$ cat config.mk
export PLATFORM = sky130hd
export DESIGN_NAME = wal_ram
export DESIGN_NICKNAME = d
export VERILOG_FILES = /design/src/rtl/weighted_adjacency_list_store_top_defines.svh /design/src/rtl/wal_ram.sv
export SDC_FILE = /design/constraint.sdc
export NUM_CORES = 1
export LEC_CHECK = 0
export BUFFER_PORTS_ARGS = -buffer_cell sky130_fd_sc_hd__buf_2
export CAP_MARGIN = 20
export CORE_ASPECT_RATIO = 0.5
export CORE_MARGIN = 5
export CORE_UTILIZATION = 55
export DETAILED_ROUTE_END_ITERATION = 16
export GPL_TIMING_DRIVEN = 0
export PLACE_DENSITY = 0.73
export SKIP_LAST_GASP = 1
export SLEW_MARGIN = 15
export SYNTH_ARGS = -nofsm -noshare
export SYNTH_HDL_FRONTEND = slang
export SYNTH_SLANG_ARGS = --single-unit
$ cat constraint.sdc
create_clock -name aclk -period 4.02 [get_ports aclk]
set_input_delay 0.201 -clock aclk [delete_from_list [all_inputs] [get_ports aclk]]
set_output_delay 0.201 -clock aclk [all_outputs]
set_load 0.03 [all_outputs]
$ cat src/rtl/weighted_adjacency_list_store_top_defines.svh
// ----------------------------------------------------------------------------
// weighted adjacency list store assertion macros
// concurrent assertion helpers, compiled out when ASSERT_OFF is defined
// ----------------------------------------------------------------------------
`ifndef WEIGHTED_ADJACENCY_LIST_STORE_TOP_DEFINES_SVH
`define WEIGHTED_ADJACENCY_LIST_STORE_TOP_DEFINES_SVH

`ifndef ASSERT_OFF
// property that must hold on every clock edge out of reset
`define WAL_ASSERT(label, clk, rstn, prop) \
    label: assert property (@(posedge clk) disable iff (!(rstn)) (prop)) \
        else $error("wal assertion failed");
// consequent must hold in the cycle after the antecedent
`define WAL_ASSERT_NEXT(label, clk, rstn, ante, cons) \
    label: assert property (@(posedge clk) disable iff (!(rstn)) (ante) |=> (cons)) \
        else $error("wal assertion failed");
`else
`define WAL_ASSERT(label, clk, rstn, prop)
`define WAL_ASSERT_NEXT(label, clk, rstn, ante, cons)
`endif

`endif

$ cat src/rtl/wal_ram.sv
// ----------------------------------------------------------------------------
// wal_ram
// generic simple dual port ram, one write port, one registered read port
// ----------------------------------------------------------------------------
`default_nettype none

module wal_ram #(
    parameter int WIDTH = 8,
    parameter int DEPTH = 16
) (
    input  wire logic                                    aclk,
    input  wire logic                                    wr_en,
    input  wire logic [((DEPTH > 1) ? $clog2(DEPTH) : 1)-1:0] wr_addr,
    input  wire logic [WIDTH-1:0]                        wr_data,
    input  wire logic                                    rd_en,
    input  wire logic [((DEPTH > 1) ? $clog2(DEPTH) : 1)-1:0] rd_addr,
    output logic      [WIDTH-1:0]                        rd_data
);

    logic [WIDTH-1:0] mem [DEPTH];

    always_ff @(posedge aclk) begin
        if (wr_en) begin
            mem[wr_addr] <= wr_data;
        end
        if (rd_en) begin
            rd_data <= mem[rd_addr];
        end
    end

endmodule

`default_nettype wire

==> summary.md <==
| Metric | Value |
|---|---|
| Vias per cell | 6.185 |
| Antenna-violating nets left | 0 |
| Top cells by count, synth | edfxtp_1, mux4_2, a22oi_1, mux4_1, nor2_1 |
| Number of global-route vias before repair | 2641 |
| Deepest clock path buffer count | 2 |
| # port buffers | 25 |
| CP Max Fanout | 1 |
| Initial antenna violation count | 0 |
| Post_cts resized | 0 |
| Io pins | 27 |
| Final HPWL DP | between 6000 and 7000 um |
| Chip width | 147.9 um |
| Largest net degree at the start of global routing | 17 |
| First-pass GRT wire length | 15820 um |
| Outcome | finished clean |
| CTS Hold Bufs | 0 |
| Synth unique cells | 18 |
| Actual slew at the worst max-slew pin | 0.8164 ns |
| Final setup vio count | 0 |
| Fraction of registers with async set/reset | 0% |
| Seq/Total Area, Yosys | 78.12% |
| Die area | 11670 um^2 |
| Max Clock Freq | around 600 MHz |
| Final min period | 1.662 ns |
| Routed wire length | ~10000 um |
| Relative slew slack | 45.15% |
| Layout area overhead | 17.93% |
| Routed len/inst | 25.36 um |
| Max Clock Skew | 0.008270 ns |
| VDD IR-drop max | about 0.31 mV |
| Layout Nets | 296 |
| Combinational share of power | 4.8% |
| # diodes | 0 |
| Pleak | 0.002077 uW |
| Clock power share | 48.2% |
| Delay of the slowest critical-path stage | 0.54 ns |
| CP cell instances | mux4_1 > a22oi_1 > nand2_1 |
| Psw | 670.0 uW |
| Die height | between 70 and 80 um |
| Post-synth EDFFs | 136 |
| WHS | about 0.13 ns |
| GRT Total Usage | 19.54% |
| Number of max-cap violations | 0 |
| Clock sinks | 136 |
| RSZ-0062 raised after global routing | no |
| Critical Path AT | 1.81 ns |
| Fin. Hold Viols | 0 |
| Sw Share | 19.59% |
| Latest clock arrival within the worst-skew pair | just over 0.4 ns |
| Clock root cell | clkbuf_16 |
| Area leader, netlist | edfxtp_1 |
| Top-count cell post-synth | edfxtp_1 |
| H-tree depth | 4 |
| Critical path class | reg -> reg |
| Num CTS Buffers | 17 |
| Top delay family on crit path | multiplexers |
| Worst Path Buf+Inv | 0 |
| Routability Congestion | 0.8150 |
| Mapped Cells | between 200 and 250 |
| DR vias | 2542 |
| YS warnings | 0 |
| Rows | 25 |
| Setup TNS | 0 ns |
| CP Data Required Time | 4.16 ns |
| Crit. End Element | register |
| GRT overflow | 0 |
| Pwr Density | roughly 550 nW/um^2 |
| Initial Util | 55.89% |
| Critical path launch point type | register |
| Synth top area cells | edfxtp_1, mux4_2, mux4_1 |
| CTS tree | yes |
| Fill count | 562 |
| Final Max Tran Viols | 0 |
| Min-delay worst type | in -> reg |
| Syn_area_per_cell | 22.83 um^2 |
| Sequential Power Share | 47.0% |
| Clock transition at path regs | 0.06 ns |
| Synth top area share | 78.12% |
| Register bit total from synthesis | 136 |
| Placeable Area | 9353 um^2 |
| Cell Area, Synth | ~5200 um^2 |
| Share of cells above drive strength 1 | 30.00% |
| DRC Markers | 0 |
| Pre-Repair DR Iteration Count | 5 |
| Crit share post-route | between 40% and 50% |
| Setup Fix Bufs, Post-CTS | 0 |
| Number of DRC markers in iteration 0 | 304 |
| Slowest stage cell on the critical path | mux4_1 |
| Synth Flop Type | edfxtp_1 |
| Internal Pwr Total | roughly 2700 uW |
| Mapped Nets | about 250 |
-- cell usage in the layout (no fill, tap or decap) --
master / count
edfxtp_1: 136
nor2b_1: 1
a22oi_1: 16
buf_6: 3
clkinv_1: 3
nand3_1: 1
buf_4: 4
nor2_1: 13
or3b_2: 1
clkbuf_16: 17
and2_1: 1
clkinv_2: 3
nand2b_1: 2
mux4_1: 14
nand3b_1: 2
nand2_1: 9
clkinvlp_4: 3
nor3_1: 4
clkdlybuf4s25_2: 3
buf_2: 29
clkinv_4: 1
bufinv_16: 5
mux4_2: 18
and2b_1: 1
-- registers in the layout (all words and copies together), names as in the netlist --
register and flops:
mem 128, rd_data 8
-- power by group through the flow --
stage / Sequential, uW / Clock, uW / Combinational (uW)
2_1_floorplan: 1650 / 0 / 80.6
3_3_place_gp: 1630 / 0 / 156
3_5_place_dp: 1640 / 0 / 164
4_1_cts: 1610 / 1660 / 166
5_1_grt: 1610 / 1740 / 176
6_report: 1610 / 1650 / 166
-- metal layers --
layer | part of all wire (%) | GRT usage, % | vias to the layer above | wire length (um)
li1 | - | - | 1083 | -
met2 | 50 | 31.66 | 113 | 5260
met4 | 1.4 | 7.097 | 0 | 150
met1 | 40 | 25.95 | 1332 | 4139
met5 | 0 | 0 | - | 0
met3 | 8.4 | 5.473 | 14 | 872
-- stage by stage --
stage | cell area [um^2] | cells | power (uW) | utilization (%) | worst slack [ns]
6_report | 6165 | 411 | 3420 | 65.91 | 2.358
5_1_grt | 6165 | 411 | 3525 | 65.91 | 2.328
4_1_cts | 6165 | 411 | 3434 | 65.91 | 2.364
3_5_place_dp | 5532 | 379 | 1799 | 59.14 | 2.021
3_3_place_gp | 5504 | 375 | 1788 | 58.85 | 1.827
2_1_floorplan | 5228 | 229 | 1728 | - | 2.326
-- cell families (layout without fill, tap and decap cells) --
group	count (synthesis)	count (layout)	synth area share, %
flip-flops	136	136	78.12
AND/OR/NAND/NOR	35	35	3.136
multiplexers	32	32	14.79
AO/OA/AOI/OAI	16	16	2.298
buffers and inverters	10	71	1.651
-- path summary, 6_finish.rpt --
| kind | slack, ns | end | startpoint | cells after the start |
|---|---|---|---|---|
| max | 2.36 | rd_data[3] | mem[1][3] | 3 |
| max reg2reg | 2.36 | rd_data[3] | mem[1][3] | 3 |
| min | 0.13 | rd_data[4] | rd_en | 1 |
| min reg2reg | 0.78 | rd_data[2] | mem[12][2] | 3 |
-- cell type report --
| class | count | area, um^2 | area share (%) |
|---|---|---|---|
| clock buffers | 17 | 425.4 | 6.901 |
| plain buffers | 10 | 86.33 | 1.400 |
| flip-flops and latches | 136 | 4084 | 66.25 |
| multi-input cells | 83 | 1057 | 17.15 |
| clock inverters | 15 | 207.7 | 3.369 |
| well taps | 121 | 151.4 | 2.456 |
| repair buffers | 29 | 152.6 | 2.476 |
Note: power is estimated with default switching activity, not from simulation.
